File: src/sv/atd_pkg.sv
// Shared types, constants and microcode for the accelerometer tilt smoother.
// Holds the control-word layout, op and jump codes, the atan table and the clamp.
// No dependencies; used by atd_seq, atd_lane and the top level.
package atd_pkg;

	// Angle limit, +-90 degrees at 1/256 degree per LSB
	localparam logic signed [17:0] ATD_ANG_LIM  = 18'sd23040;
	localparam logic signed [15:0] ATD_ANG_MAX  = 16'sd23040;
	localparam logic signed [15:0] ATD_ANG_MIN  = -16'sd23040;

	// Register reset values and indexes
	localparam logic [15:0] ATD_WEIGHT_RST = 16'd13107;
	localparam int          ATD_CFG_IDX_W  = 1;
	localparam int          ATD_CFG_DATA_W = 16;
	localparam logic [ATD_CFG_IDX_W-1:0] CFG_SENSOR = 1'b0;
	localparam logic [ATD_CFG_IDX_W-1:0] CFG_WEIGHT = 1'b1;

	// Iteration counts
	localparam int ATD_ROOT_W     = 24;  // result bits of the square root
	localparam int ATD_CORD_STEPS = 20;  // CORDIC micro-rotations
	localparam int ATD_CNT_W      = 5;
	localparam int ATD_PC_W       = 4;

	// Datapath ops
	localparam logic [3:0] OP_NOP   = 4'd0;
	localparam logic [3:0] OP_SQA   = 4'd1;
	localparam logic [3:0] OP_SQB   = 4'd2;
	localparam logic [3:0] OP_RINIT = 4'd3;
	localparam logic [3:0] OP_RSTEP = 4'd4;
	localparam logic [3:0] OP_CINIT = 4'd5;
	localparam logic [3:0] OP_CSTEP = 4'd6;
	localparam logic [3:0] OP_ROUND = 4'd7;
	localparam logic [3:0] OP_SMUL  = 4'd8;
	localparam logic [3:0] OP_SADD  = 4'd9;

	// Jump conditions: taken -> target, else fall through to pc+1
	localparam logic [2:0] J_NONE    = 3'd0;
	localparam logic [2:0] J_ALWAYS  = 3'd1;
	localparam logic [2:0] J_NOVALID = 3'd2;
	localparam logic [2:0] J_SKIP    = 3'd3;
	localparam logic [2:0] J_LOOP    = 3'd4;
	localparam logic [2:0] J_OBUSY   = 3'd5;

	// Program addresses
	localparam logic [ATD_PC_W-1:0] P_OUT   = 4'd0;
	localparam logic [ATD_PC_W-1:0] P_WAIT  = 4'd1;
	localparam logic [ATD_PC_W-1:0] P_SQA   = 4'd2;
	localparam logic [ATD_PC_W-1:0] P_SQB   = 4'd3;
	localparam logic [ATD_PC_W-1:0] P_RINIT = 4'd4;
	localparam logic [ATD_PC_W-1:0] P_RSTEP = 4'd5;
	localparam logic [ATD_PC_W-1:0] P_CINIT = 4'd6;
	localparam logic [ATD_PC_W-1:0] P_CSTEP = 4'd7;
	localparam logic [ATD_PC_W-1:0] P_ROUND = 4'd8;
	localparam logic [ATD_PC_W-1:0] P_SMUL  = 4'd9;
	localparam logic [ATD_PC_W-1:0] P_SADD  = 4'd10;

	// Control handed from the sequencer to both lanes
	typedef struct packed {
		logic [3:0]           op;
		logic [ATD_CNT_W-1:0] iter;
	} atd_ctl_t;

	// One microcode word
	typedef struct packed {
		logic [3:0]           op;
		logic [2:0]           jc;
		logic [ATD_PC_W-1:0]  target;
		logic [ATD_CNT_W-1:0] lim;
		logic                 accept;
		logic                 out_ld;
	} atd_cw_t;

	// Microcode ROM
	function automatic atd_cw_t atd_ucode(input logic [ATD_PC_W-1:0] pc);
		atd_cw_t cw;
		cw.op     = OP_NOP;
		cw.jc     = J_NONE;
		cw.target = P_WAIT;
		cw.lim    = '0;
		cw.accept = 1'b0;
		cw.out_ld = 1'b0;
		case (pc)
			P_OUT: begin
				cw.out_ld = 1'b1;
				cw.jc     = J_OBUSY;
				cw.target = P_OUT;
			end
			P_WAIT: begin
				cw.accept = 1'b1;
				cw.jc     = J_NOVALID;
				cw.target = P_WAIT;
			end
			P_SQA: begin
				cw.op     = OP_SQA;
				cw.jc     = J_SKIP;
				cw.target = P_OUT;
			end
			P_SQB:   cw.op = OP_SQB;
			P_RINIT: cw.op = OP_RINIT;
			P_RSTEP: begin
				cw.op     = OP_RSTEP;
				cw.jc     = J_LOOP;
				cw.target = P_RSTEP;
				cw.lim    = ATD_CNT_W'(ATD_ROOT_W - 1);
			end
			P_CINIT: cw.op = OP_CINIT;
			P_CSTEP: begin
				cw.op     = OP_CSTEP;
				cw.jc     = J_LOOP;
				cw.target = P_CSTEP;
				cw.lim    = ATD_CNT_W'(ATD_CORD_STEPS - 1);
			end
			P_ROUND: cw.op = OP_ROUND;
			P_SMUL:  cw.op = OP_SMUL;
			P_SADD: begin
				cw.op     = OP_SADD;
				cw.jc     = J_ALWAYS;
				cw.target = P_OUT;
			end
			default: begin
				cw.jc     = J_ALWAYS;
				cw.target = P_WAIT;
			end
		endcase
		return cw;
	endfunction

	// round(atan(2^-i) * 65536), degrees
	function automatic logic [21:0] atd_atan(input logic [ATD_CNT_W-1:0] i);
		logic [21:0] v;
		case (i)
			5'd0:    v = 22'd2949120;
			5'd1:    v = 22'd1740967;
			5'd2:    v = 22'd919879;
			5'd3:    v = 22'd466945;
			5'd4:    v = 22'd234379;
			5'd5:    v = 22'd117304;
			5'd6:    v = 22'd58666;
			5'd7:    v = 22'd29335;
			5'd8:    v = 22'd14668;
			5'd9:    v = 22'd7334;
			5'd10:   v = 22'd3667;
			5'd11:   v = 22'd1833;
			5'd12:   v = 22'd917;
			5'd13:   v = 22'd458;
			5'd14:   v = 22'd229;
			5'd15:   v = 22'd115;
			5'd16:   v = 22'd57;
			5'd17:   v = 22'd29;
			5'd18:   v = 22'd14;
			5'd19:   v = 22'd7;
			default: v = 22'd0;
		endcase
		return v;
	endfunction

	// Clamp to +-90 degrees
	function automatic logic signed [15:0] atd_clamp(input logic signed [17:0] v);
		logic signed [15:0] r;
		if (v > ATD_ANG_LIM)
			r = ATD_ANG_MAX;
		else if (v < -ATD_ANG_LIM)
			r = ATD_ANG_MIN;
		else
			r = v[15:0];
		return r;
	endfunction

endpackage

File: src/sv/atd_seq.sv
// Microcode sequencer: program counter, loop counter and jump logic.
// Reads control words from atd_pkg::atd_ucode and drives both angle lanes.
// Depends on atd_pkg.
module atd_seq (
	input  logic              clk,
	input  logic              arst_n,
	input  logic              in_valid,
	input  logic              upd,
	input  logic              out_busy,
	output atd_pkg::atd_ctl_t ctl,
	output logic              rdy,
	output logic              out_ld
);

	logic [atd_pkg::ATD_PC_W-1:0]  pc_q;
	logic [atd_pkg::ATD_CNT_W-1:0] cnt_q;
	atd_pkg::atd_cw_t              cw;
	logic                          taken;

	assign cw = atd_pkg::atd_ucode(pc_q);

	// Jump condition select
	always_comb begin
		case (cw.jc)
			atd_pkg::J_NONE:    taken = 1'b0;
			atd_pkg::J_ALWAYS:  taken = 1'b1;
			atd_pkg::J_NOVALID: taken = !in_valid;
			atd_pkg::J_SKIP:    taken = !upd;
			atd_pkg::J_LOOP:    taken = (cnt_q != cw.lim);
			atd_pkg::J_OBUSY:   taken = out_busy;
			default:            taken = 1'b0;
		endcase
	end

	// Step and loop counters; the loop counter restarts at zero on loop exit
	always_ff @(posedge clk or negedge arst_n) begin
		if (!arst_n) begin
			pc_q  <= atd_pkg::P_WAIT;
			cnt_q <= '0;
		end else begin
			pc_q <= taken ? cw.target : pc_q + 1'b1;
			if (cw.jc == atd_pkg::J_LOOP)
				cnt_q <= taken ? cnt_q + 1'b1 : '0;
		end
	end

	assign ctl.op   = cw.op;
	assign ctl.iter = cnt_q;
	assign rdy      = cw.accept;
	assign out_ld   = cw.out_ld & !out_busy;

endmodule

File: src/sv/atd_lane.sv
// One angle lane: squares, bit-serial square root, CORDIC vectoring,
// rounding and exponential smoothing, with the smoothed angle as state.
// Depends on atd_pkg; stepped by atd_seq.
module atd_lane (
	input  logic                     clk,
	input  logic                     arst_n,
	input  atd_pkg::atd_ctl_t        ctl,
	input  logic signed [15:0]       num,
	input  logic signed [15:0]       leg_a,
	input  logic signed [15:0]       leg_b,
	input  logic [15:0]              weight,
	output logic signed [15:0]       angle
);

	logic [31:0]        sq_q;
	logic [47:0]        rad_q;
	logic [25:0]        rem_q;
	logic [23:0]        root_q;
	logic signed [27:0] vx_q, vy_q;
	logic signed [24:0] z_q;
	logic               nz_q;
	logic signed [15:0] ang_q;
	logic signed [33:0] prod_q;
	logic signed [15:0] sm_q;

	logic signed [16:0] ma, mb, diff;
	logic signed [33:0] mp;
	logic [27:0]        cur;
	logic [28:0]        trial;
	logic signed [27:0] dx, dy;
	logic signed [24:0] at, zr, zs;
	logic signed [34:0] ps, pt;
	logic signed [17:0] sum;

	// Shared multiplier: squares of the legs, then weight times difference
	assign diff = {ang_q[15], ang_q} - {sm_q[15], sm_q};
	always_comb begin
		case (ctl.op)
			atd_pkg::OP_SQA: begin
				ma = {leg_a[15], leg_a};
				mb = {leg_a[15], leg_a};
			end
			atd_pkg::OP_SQB: begin
				ma = {leg_b[15], leg_b};
				mb = {leg_b[15], leg_b};
			end
			default: begin
				ma = {1'b0, weight};
				mb = diff;
			end
		endcase
	end
	assign mp = ma * mb;

	// Restoring square root, one result bit per step
	assign cur   = {rem_q, rad_q[47:46]};
	assign trial = {1'b0, cur} - {3'b000, root_q, 2'b01};

	// CORDIC micro-rotation terms
	assign dx = vy_q >>> ctl.iter;
	assign dy = vx_q >>> ctl.iter;
	assign at = $signed({3'b000, atd_pkg::atd_atan(ctl.iter)});

	// Round accumulator to 1/256 degree
	assign zr = z_q + 25'sd128;
	assign zs = zr >>> 8;

	// Smoothing update, round half up
	assign ps  = {prod_q[33], prod_q} + 35'sd32768;
	assign pt  = ps >>> 16;
	assign sum = {{2{sm_q[15]}}, sm_q} + pt[17:0];

	// Working registers
	always_ff @(posedge clk) begin
		case (ctl.op)
			atd_pkg::OP_SQA: sq_q <= mp[31:0];
			atd_pkg::OP_SQB: sq_q <= sq_q + mp[31:0];
			atd_pkg::OP_RINIT: begin
				rad_q  <= {sq_q, 16'h0000};
				rem_q  <= '0;
				root_q <= '0;
			end
			atd_pkg::OP_RSTEP: begin
				rad_q <= {rad_q[45:0], 2'b00};
				if (!trial[28]) begin
					rem_q  <= trial[25:0];
					root_q <= {root_q[22:0], 1'b1};
				end else begin
					rem_q  <= cur[25:0];
					root_q <= {root_q[22:0], 1'b0};
				end
			end
			atd_pkg::OP_CINIT: begin
				vx_q <= {4'b0000, root_q};
				vy_q <= {{4{num[15]}}, num, 8'h00};
				z_q  <= '0;
				nz_q <= (num == 16'sd0);
			end
			atd_pkg::OP_CSTEP: begin
				if (!vy_q[27]) begin
					vx_q <= vx_q + dx;
					vy_q <= vy_q - dy;
					z_q  <= z_q + at;
				end else begin
					vx_q <= vx_q - dx;
					vy_q <= vy_q + dy;
					z_q  <= z_q - at;
				end
			end
			atd_pkg::OP_ROUND: ang_q <= nz_q ? 16'sd0 : atd_pkg::atd_clamp(zs[17:0]);
			atd_pkg::OP_SMUL:  prod_q <= mp;
			default: ;
		endcase
	end

	// Smoothed angle state
	always_ff @(posedge clk or negedge arst_n) begin
		if (!arst_n)
			sm_q <= '0;
		else if (ctl.op == atd_pkg::OP_SADD)
			sm_q <= atd_pkg::atd_clamp(sum);
	end

	assign angle = sm_q;

endmodule

File: src/sv/accel_tilt_angle_smoother_unit.sv
// Top level of the accelerometer tilt smoother: config registers, input capture,
// output register, the microcode sequencer and the pitch and roll lanes.
// Depends on atd_pkg, atd_seq and atd_lane.
//
// Takes one accelerometer sample per transfer and returns one result per sample:
// smoothed pitch and roll in 1/256 degree, clamped to +-90 degrees. When
// sensor_present is set and read_ok is high, both angles are recomputed and
// smoothed and sample_valid is 1; otherwise the stored angles come back with
// sample_valid low. Pitch and roll run side by side in two lanes under one
// microcode sequencer, and an updating sample runs through the squares, 24
// square-root steps, 20 CORDIC steps, rounding, smoothing and the output load
// before the next input transfer; a held sample goes from the squares straight
// to the output load. The next input is taken while a result waits in the
// output register; the sequencer stops only at the output load if that
// register is still full.
module accel_tilt_angle_smoother_unit (
	input  logic                                clk,
	input  logic                                arst_n,
	input  logic                                cfg_we,
	input  logic [atd_pkg::ATD_CFG_IDX_W-1:0]   cfg_index,
	input  logic [atd_pkg::ATD_CFG_DATA_W-1:0]  cfg_data,
	input  logic                                in_valid,
	output logic                                in_stall,
	input  logic signed [15:0]                  accel_x,
	input  logic signed [15:0]                  accel_y,
	input  logic signed [15:0]                  accel_z,
	input  logic                                read_ok,
	output logic                                out_valid,
	input  logic                                out_stall,
	output logic signed [15:0]                  pitch_angle,
	output logic signed [15:0]                  roll_angle,
	output logic                                sample_valid
);

	logic               sensor_present_q;
	logic [15:0]        weight_q;
	logic signed [15:0] x_q, y_q, z_q;
	logic               upd_q;
	logic               out_valid_q;
	logic signed [15:0] pitch_q, roll_q;
	logic               sval_q;

	atd_pkg::atd_ctl_t  ctl;
	logic               rdy, out_ld, out_busy, accept;
	logic signed [15:0] pitch_sm, roll_sm;

	// Configuration writes
	always_ff @(posedge clk or negedge arst_n) begin
		if (!arst_n) begin
			sensor_present_q <= 1'b0;
			weight_q         <= atd_pkg::ATD_WEIGHT_RST;
		end else if (cfg_we) begin
			case (cfg_index)
				atd_pkg::CFG_SENSOR: sensor_present_q <= cfg_data[0];
				atd_pkg::CFG_WEIGHT: weight_q         <= cfg_data[15:0];
				default: ;
			endcase
		end
	end

	// Input transfer
	assign in_stall = !rdy;
	assign accept   = in_valid & rdy;

	always_ff @(posedge clk) begin
		if (accept) begin
			x_q <= accel_x;
			y_q <= accel_y;
			z_q <= accel_z;
		end
	end

	always_ff @(posedge clk or negedge arst_n) begin
		if (!arst_n)
			upd_q <= 1'b0;
		else if (accept)
			upd_q <= sensor_present_q & read_ok;
	end

	// Sequencer and lanes
	assign out_busy = out_valid_q & out_stall;

	atd_seq u_seq (
		.clk      (clk),
		.arst_n   (arst_n),
		.in_valid (in_valid),
		.upd      (upd_q),
		.out_busy (out_busy),
		.ctl      (ctl),
		.rdy      (rdy),
		.out_ld   (out_ld)
	);

	atd_lane u_pitch (
		.clk    (clk),
		.arst_n (arst_n),
		.ctl    (ctl),
		.num    (x_q),
		.leg_a  (y_q),
		.leg_b  (z_q),
		.weight (weight_q),
		.angle  (pitch_sm)
	);

	atd_lane u_roll (
		.clk    (clk),
		.arst_n (arst_n),
		.ctl    (ctl),
		.num    (y_q),
		.leg_a  (x_q),
		.leg_b  (z_q),
		.weight (weight_q),
		.angle  (roll_sm)
	);

	// Output register
	always_ff @(posedge clk or negedge arst_n) begin
		if (!arst_n) begin
			out_valid_q <= 1'b0;
			pitch_q     <= '0;
			roll_q      <= '0;
			sval_q      <= 1'b0;
		end else begin
			if (out_ld) begin
				out_valid_q <= 1'b1;
				pitch_q     <= pitch_sm;
				roll_q      <= roll_sm;
				sval_q      <= upd_q;
			end else if (!out_stall) begin
				out_valid_q <= 1'b0;
			end
		end
	end

	assign out_valid    = out_valid_q;
	assign pitch_angle  = pitch_q;
	assign roll_angle   = roll_q;
	assign sample_valid = sval_q;

	// Checks
	a_one_item: assert property (@(posedge clk) disable iff (!arst_n)
		accept |=> in_stall)
		else $error("input taken on two consecutive cycles");

	a_load_shows: assert property (@(posedge clk) disable iff (!arst_n)
		out_ld |=> out_valid)
		else $error("loaded result not presented");

	a_no_overwrite: assert property (@(posedge clk) disable iff (!arst_n)
		(out_valid && out_stall) |-> !out_ld)
		else $error("waiting result overwritten");

	a_hold_payload: assert property (@(posedge clk) disable iff (!arst_n)
		!out_ld |=> ($stable(pitch_angle) && $stable(roll_angle)))
		else $error("result changed without a load");

	a_range: assert property (@(posedge clk) disable iff (!arst_n)
		out_valid |-> (pitch_angle <= atd_pkg::ATD_ANG_MAX &&
			pitch_angle >= atd_pkg::ATD_ANG_MIN &&
			roll_angle <= atd_pkg::ATD_ANG_MAX &&
			roll_angle >= atd_pkg::ATD_ANG_MIN))
		else $error("angle beyond 90 degrees");

endmodule
File: config.mk
export PLATFORM = sky130hd
export DESIGN_NAME = accel_tilt_angle_smoother_unit
export DESIGN_NICKNAME = d
export VERILOG_FILES = /design/src/sv/atd_pkg.sv /design/src/sv/atd_seq.sv /design/src/sv/atd_lane.sv /design/src/sv/accel_tilt_angle_smoother_unit.sv
export SDC_FILE = /design/constraint.sdc
export NUM_CORES = 2
export LEC_CHECK = 0
export BUFFER_PORTS_ARGS = -buffer_cell sky130_fd_sc_hd__buf_2
export CAP_MARGIN = 40
export CORE_MARGIN = 3
export CORE_UTILIZATION = 45
export DETAILED_ROUTE_END_ITERATION = 8
export GPL_TIMING_DRIVEN = 0
export PLACE_DENSITY = 0.64
export SYNTH_ARGS = -nofsm -noshare
export SYNTH_HDL_FRONTEND = slang
export SYNTH_SLANG_ARGS = --single-unit
File: constraint.sdc
create_clock -name clk -period 24 [get_ports clk]
set_input_delay 7.2 -clock clk [delete_from_list [all_inputs] [get_ports clk]]
set_output_delay 7.2 -clock clk [all_outputs]
set_load 0.02 [all_outputs]
* Word-level counts from Yosys, hierarchy flattened *
Memories as Yosys holds them, arrays and structs flattened.
Cells that the tools add are included.

word-level totals
  input port bits = 71
  bits in registers = 665
  latch bits = 0
  memory bits (writable) = 0
  memories kept = 2
  memory bits (read-only) = 1408

operators by class
  bitwise gates (word level) = 5
  multiply operators = 2
  shift operators = 4
  div/mod/pow operators = 0
  magnitude comparators = 8
  reductions and logical operators = 17
  mux-type cells = 46
  equal/unequal tests = 26
  $add $sub $neg = 26

memories
  memory            depth  bits a word  read ports  clocked after Yosys merged registers in  wr ports  RTL line        source
  (name not given)  32     22           1           0                                        0         atd_pkg.sv:131  case (i)
  (name not given)  32     22           1           0                                        0         atd_pkg.sv:131

operators by type and width
  operator                  count
  $pmux W28 S2              4
  $pmux W48 S2              2
  $pmux W17 S2              4
  $pmux W32 S2              2
  $add A28 B28 Y28          4
  $mux W28                  4
  $sshr A28 B5 Y28          4
  $sub A28 B28 Y28          4
  $pmux W26 S2              2
  $pmux W25 S2              2
  $mux W16                  6
  $pmux W24 S2              2
  $add A34 B17 Y34 const B  2
  $mul A17 B17 Y34          2
  $add A32 B32 Y32          2
  $sub A28 B26 Y29          2
  $mux W26                  2
  $add A25 B23 Y25          2
  $add A25 B9 Y25 const B   2
  $mux W25                  2
  $sub A25 B23 Y25          2
  $pmux W7 S7               1
  $add A18 B18 Y18          2
  $gt A18 B16 Y1 const B    2
  32 further kinds          71

* Logic depth before layout (Yosys ltp) *
  word-level depth = 7
  mapped depth = 45

* Cells and area by module *
From an unflattened synthesis, not the netlist that was laid out.

unflattened totals
  cells, all modules = 8280
  area total of the unflattened synthesis = 74706.6 um^2

by module, submodules not included
  module                          sequential area each (um^2)  cells an instance  times used  area each (um^2)
  atd_lane (u_roll)               7337.0                       3996               1           35271.3
  atd_lane (u_pitch)              7337.0                       4035               1           35117.4
  accel_tilt_angle_smoother_unit  2752.6                       164                1           3462.1
  atd_seq                         226.5                        85                 1           855.8

* Least setup slack after synthesis *
Ideal clock, no wire load.

  path type = register -> register
  start = register u_seq.pc_q[0] (netlist name)
  end = register u_pitch.sq_q[29] (data pin)
  data required time = 23848 ps
  arrival time = 11096 ps
  path buffers = 3
  cell stages (with the launch flop) = 36
  slack = 12752 ps
  cells stage by stage = dfstp_2 > inv_1 > ha_1 > clkbuf_1 > nor4b_1 > nor2_1 > clkinv_1 > clkbuf_1 > buf_1 > o21ai_0 > fa_1 > inv_1 > fa_1 > fa_1 > fa_1 > fa_1 > inv_1 > fa_1 > inv_1 > ha_1 > or2_2 > a2111oi_0 > nor2_1 > a21oi_1 > o21bai_1 > a21oi_1 > xnor2_1 > ha_1 > a2111oi_0 > nand2_1 > nor3_1 > o41ai_1 > a21o_1 > o311ai_0 > o21ai_0 > a31oi_1

on the way
  word-level cells in the longest chain between the ends = 7
  elaborated cells between the ends (all ways) = 17
  those cells by class = add/sub: 1; mul: 1; eq/ne: 11; mux: 4

ends and longest elaborated chain
  item                                          RTL line        source
  start, declared                               atd_seq.sv:15   logic [atd_pkg::ATD_PC_W-1:0] pc_q;
  start signal, assigned                        atd_seq.sv:38   pc_q <= atd_pkg::P_WAIT;
  start signal, assigned                        atd_seq.sv:41   pc_q <= taken ? cw.target : pc_q + 1'b1;
  $eq A4 B4 Y1 (tied with other cells)          atd_pkg.sv:82   case (pc)
  $pmux W4 S9 *                                 atd_pkg.sv:82
  $eq A4 B2 Y1 or $eq A4 B1 Y1 (tied branches)  atd_lane.sv:38  case (ctl.op)
  $pmux W17 S2                                  atd_lane.sv:38
  $mul A17 B17 Y34 *                            atd_lane.sv:53  assign mp = ma * mb;
  net u_pitch.mp[20]                            atd_lane.sv:27  logic signed [33:0] mp;
  $add A32 B32 Y32 *                            atd_lane.sv:77  atd_pkg::OP_SQB: sq_q <= sq_q + mp[31:0];
  $pmux W32 S2 *                                atd_lane.sv:75  case (ctl.op)
  end signal, assigned                          atd_lane.sv:76  atd_pkg::OP_SQA: sq_q <= mp[31:0];
  end signal, assigned                          atd_lane.sv:77
  end, declared                                 atd_lane.sv:15  logic [31:0] sq_q;

Mark *: on every way through the listed nets, which the timed path passes. The rest lies on a longest branch.
A chain may end at the register's enable or synchronous reset.

* Worst setup path in the final report *
Same ends and word-level chain as after synthesis.

==> results_dict.tcl <==
set metrics [dict create \
    drt_iter0_drc 7819 \
    hold_viol 0 \
    multiInputGateArea_um2 51000 \
    stdcell_area_um2 81400 \
    fin_tns_setup_ps 0 \
    ys_async_sr_fraction 0.154 \
    cpPeakStageDelay_ps 830 \
    critPathSlowestCell "nor2_1" \
    synthTopCellsByArea "edfxtp_1, fa_1, ha_1" \
    skew_ps 34.4 \
    gp_congestion 1.05 \
    r2r_slack_ps 10650 \
    yosysTopAreaCell "edfxtp_1" \
    fill_cells 15100 \
    crit_path_end "u_pitch.sq_q[29]" \
    h-tree-depth 3 \
    drv_cap 0 \
    final_util 0.504 \
    start_util 0.456 \
    synth_most_common_cell "inv_1" \
    path_class "register to register" \
    io_pins 106 \
    slew_headroom 0.217 \
    grt_pass1_vias 62800 \
    route.detailed.drc 0 \
    cts_tree "done" \
    dp_cells 10400 \
    core_um2 162000 \
    routed_wl_um 304000 \
    drive_above_1_share 0.0939 \
    cts_buffer_depth 3 \
    hold_path.class "register to register" \
    fin_nets 9566 \
    dr.pass1.iters 6 \
    ys_seq_area_frac 0.239 \
    cts.repair.resized 0 \
    netlist_top_cells_count "inv_1, nor2_1, nand2_1" \
    worst_ep_required_time_ps 24560 \
    port_buffers 105 \
    post_cts_buffers 0 \
    stdcell_count 10600 \
    synthCells 8038 \
    synth_fp_nets 9242 \
    grt_max_degree 56 \
    endpoint_kind "register" \
    outcome "completed" \
    max_freq_mhz 74.9 \
    die-area_um2 169000 \
    grt_overflow 0 \
    wl_per_cell_um 28.8 \
    rows 147 \
    r2r_end "u_pitch.sq_q[29]" \
    regToRegStartpoint "u_seq.pc_q[0]" \
    ys_ff_latch 603 \
    grt_usage 0.356 \
    critPathLaunchType "register" \
    synthToLayoutAreaGrowth_pct 10.5 \
    post-synth-top-area-fraction 0.208 \
    cpMostUsedCell "fa_1" \
    setup_viol 0 \
    min_from "roll_angle[6]" \
    chipWidth_um 411 \
    syn_area_um2 73700 \
    regArea_um2 17700 \
    period_share 0.556 \
    synth_flop_cell "edfxtp_1" \
    viasPerCell 6.15 \
    hpwlAfterDp_um 250000 \
    clock_latency_ps 700 \
    worst-slew-pin-transition_ps 1170 \
    worstPathMaxFanout 10 \
    root_buffer "clkbuf_16" \
    cts_sinks 603 \
    syn_area_per_cell_um2 9.17 \
    cts_buffers 76 \
    postCtsHoldBufs 0 \
    ant_nets 0 \
    startpoint "u_seq.pc_q[0]" \
    synth_edf_count 510 \
    reg2regPathDepth 41 \
    rsz0062_at_grt "no" \
    cp.arrival_ps 13910 \
    yosysUniqueCellTypes 112 \
    fp.dieH_um 411 \
    cts.clk_slew.worst_paths_ps 70 \
    vias 65100 \
    drv_slew 0 \
    dpl_cell_area_um2 78800 \
    yosysWarnings 0 \
    grt_first_pass_wirelength_um 439000 \
    hold_path_depth 2 \
    grt_antenna_before_repair 19 \
    period_needed_ps 13350 \
]
metrics by stage:
stage          worst slack, ps  hold WS [ps]
2_1_floorplan            12750           473
3_3_place_gp              7350           466
3_5_place_dp             11290           465
4_1_cts                  11240           487
5_1_grt                  10290           527
6_report                 10650           484
flip-flops by register name (all words and copies together) (netlist names), 25 cells and up:
register,cells
u_pitch.vx_q,28
u_roll.vx_q,28
u_roll.z_q,25
u_pitch.z_q,25
u_pitch.rem_q,26
u_roll.vy_q,28
u_pitch.vy_q,28
u_roll.rem_q,26
u_roll.sq_q,32
u_pitch.rad_q,32
u_roll.rad_q,32
u_pitch.sq_q,32
cell type report:
cell class / count / share of cell area
flip-flops and latches: 603 / 0.217
multi-input cells: 6139 / 0.627
repair buffers: 246 / 0.0287
clock buffers: 99 / 0.0261
plain buffers: 327 / 0.0177
well taps: 2160 / 0.0332
inverters: 969 / 0.0447
clock inverters: 38 / 0.00624
diodes: 5 / 0.000154
per-layer routing:
metal / global-route usage / vias up / part of all wire
li1: - / 28500 / -
met1: 0.528 / 32600 / 0.44
met2: 0.504 / 3332 / 0.41
met3: 0.0858 / 574 / 0.11
met4: 0.125 / 0 / 0.040
met5: 0 / - / 0
cell families (layout without fill, tap and decap cells):
| family | after synthesis | in the layout | share of synthesized area |
|---|---|---|---|
| AND/OR/NAND/NOR | 2395 | 2395 | 0.151 |
| AO/OA/AOI/OAI | 1684 | 1684 | 0.146 |
| buffers and inverters | 1296 | 1679 | 0.0687 |
| adder cells (fa/ha/maj) | 1133 | 1133 | 0.254 |
| flip-flops | 603 | 603 | 0.239 |
| XOR/XNOR | 506 | 506 | 0.0601 |
| multiplexers | 421 | 421 | 0.0807 |
| other | 0 | 5 | 0 |
cell usage in the layout (no fill, tap or decap), drive strengths merged, types with 36 or more instances in the layout:
cell    count
nand3     119
mux2      149
mux4      123
xnor2     301
and3       58
clkbuf    328
a22oi      41
inv       969
buf       343
edfxtp    510
o22ai      41
nor2      787
nor2b      69
nand2     746
dfrtp      84
o211ai     44
o21a       91
ha        529
a31oi      86
mux2i     149
nor3      146
nand4      38
a211oi     54
xor2      205
o21ai     465
nand2b    112
or3        37
a21o      151
fa        604
or2        36
a21oi     384
and2      109
how the worst min path moves through the flow:
stage,end,slack (ps)
floorplan,upd_q,470
global placement,pitch_angle[10],470
detailed placement,roll_angle[14],460
CTS,pitch_angle[5],490
global route,pitch_angle[2],530
finish,roll_angle[6],480
worst max-delay path, delay by kind of cell (launching register included):
family / cells / cell delay, ps
buffers and inverters: 10 / 2550
AO/OA/AOI/OAI: 12 / 2920
XOR/XNOR: 1 / 780
flip-flops: 1 / 570
AND/OR/NAND/NOR: 9 / 2330
adder cells (fa/ha/maj): 9 / 4020
Power is not shown: default switching activity piles up to over one toggle a cycle in this logic, so the estimate is an artifact.
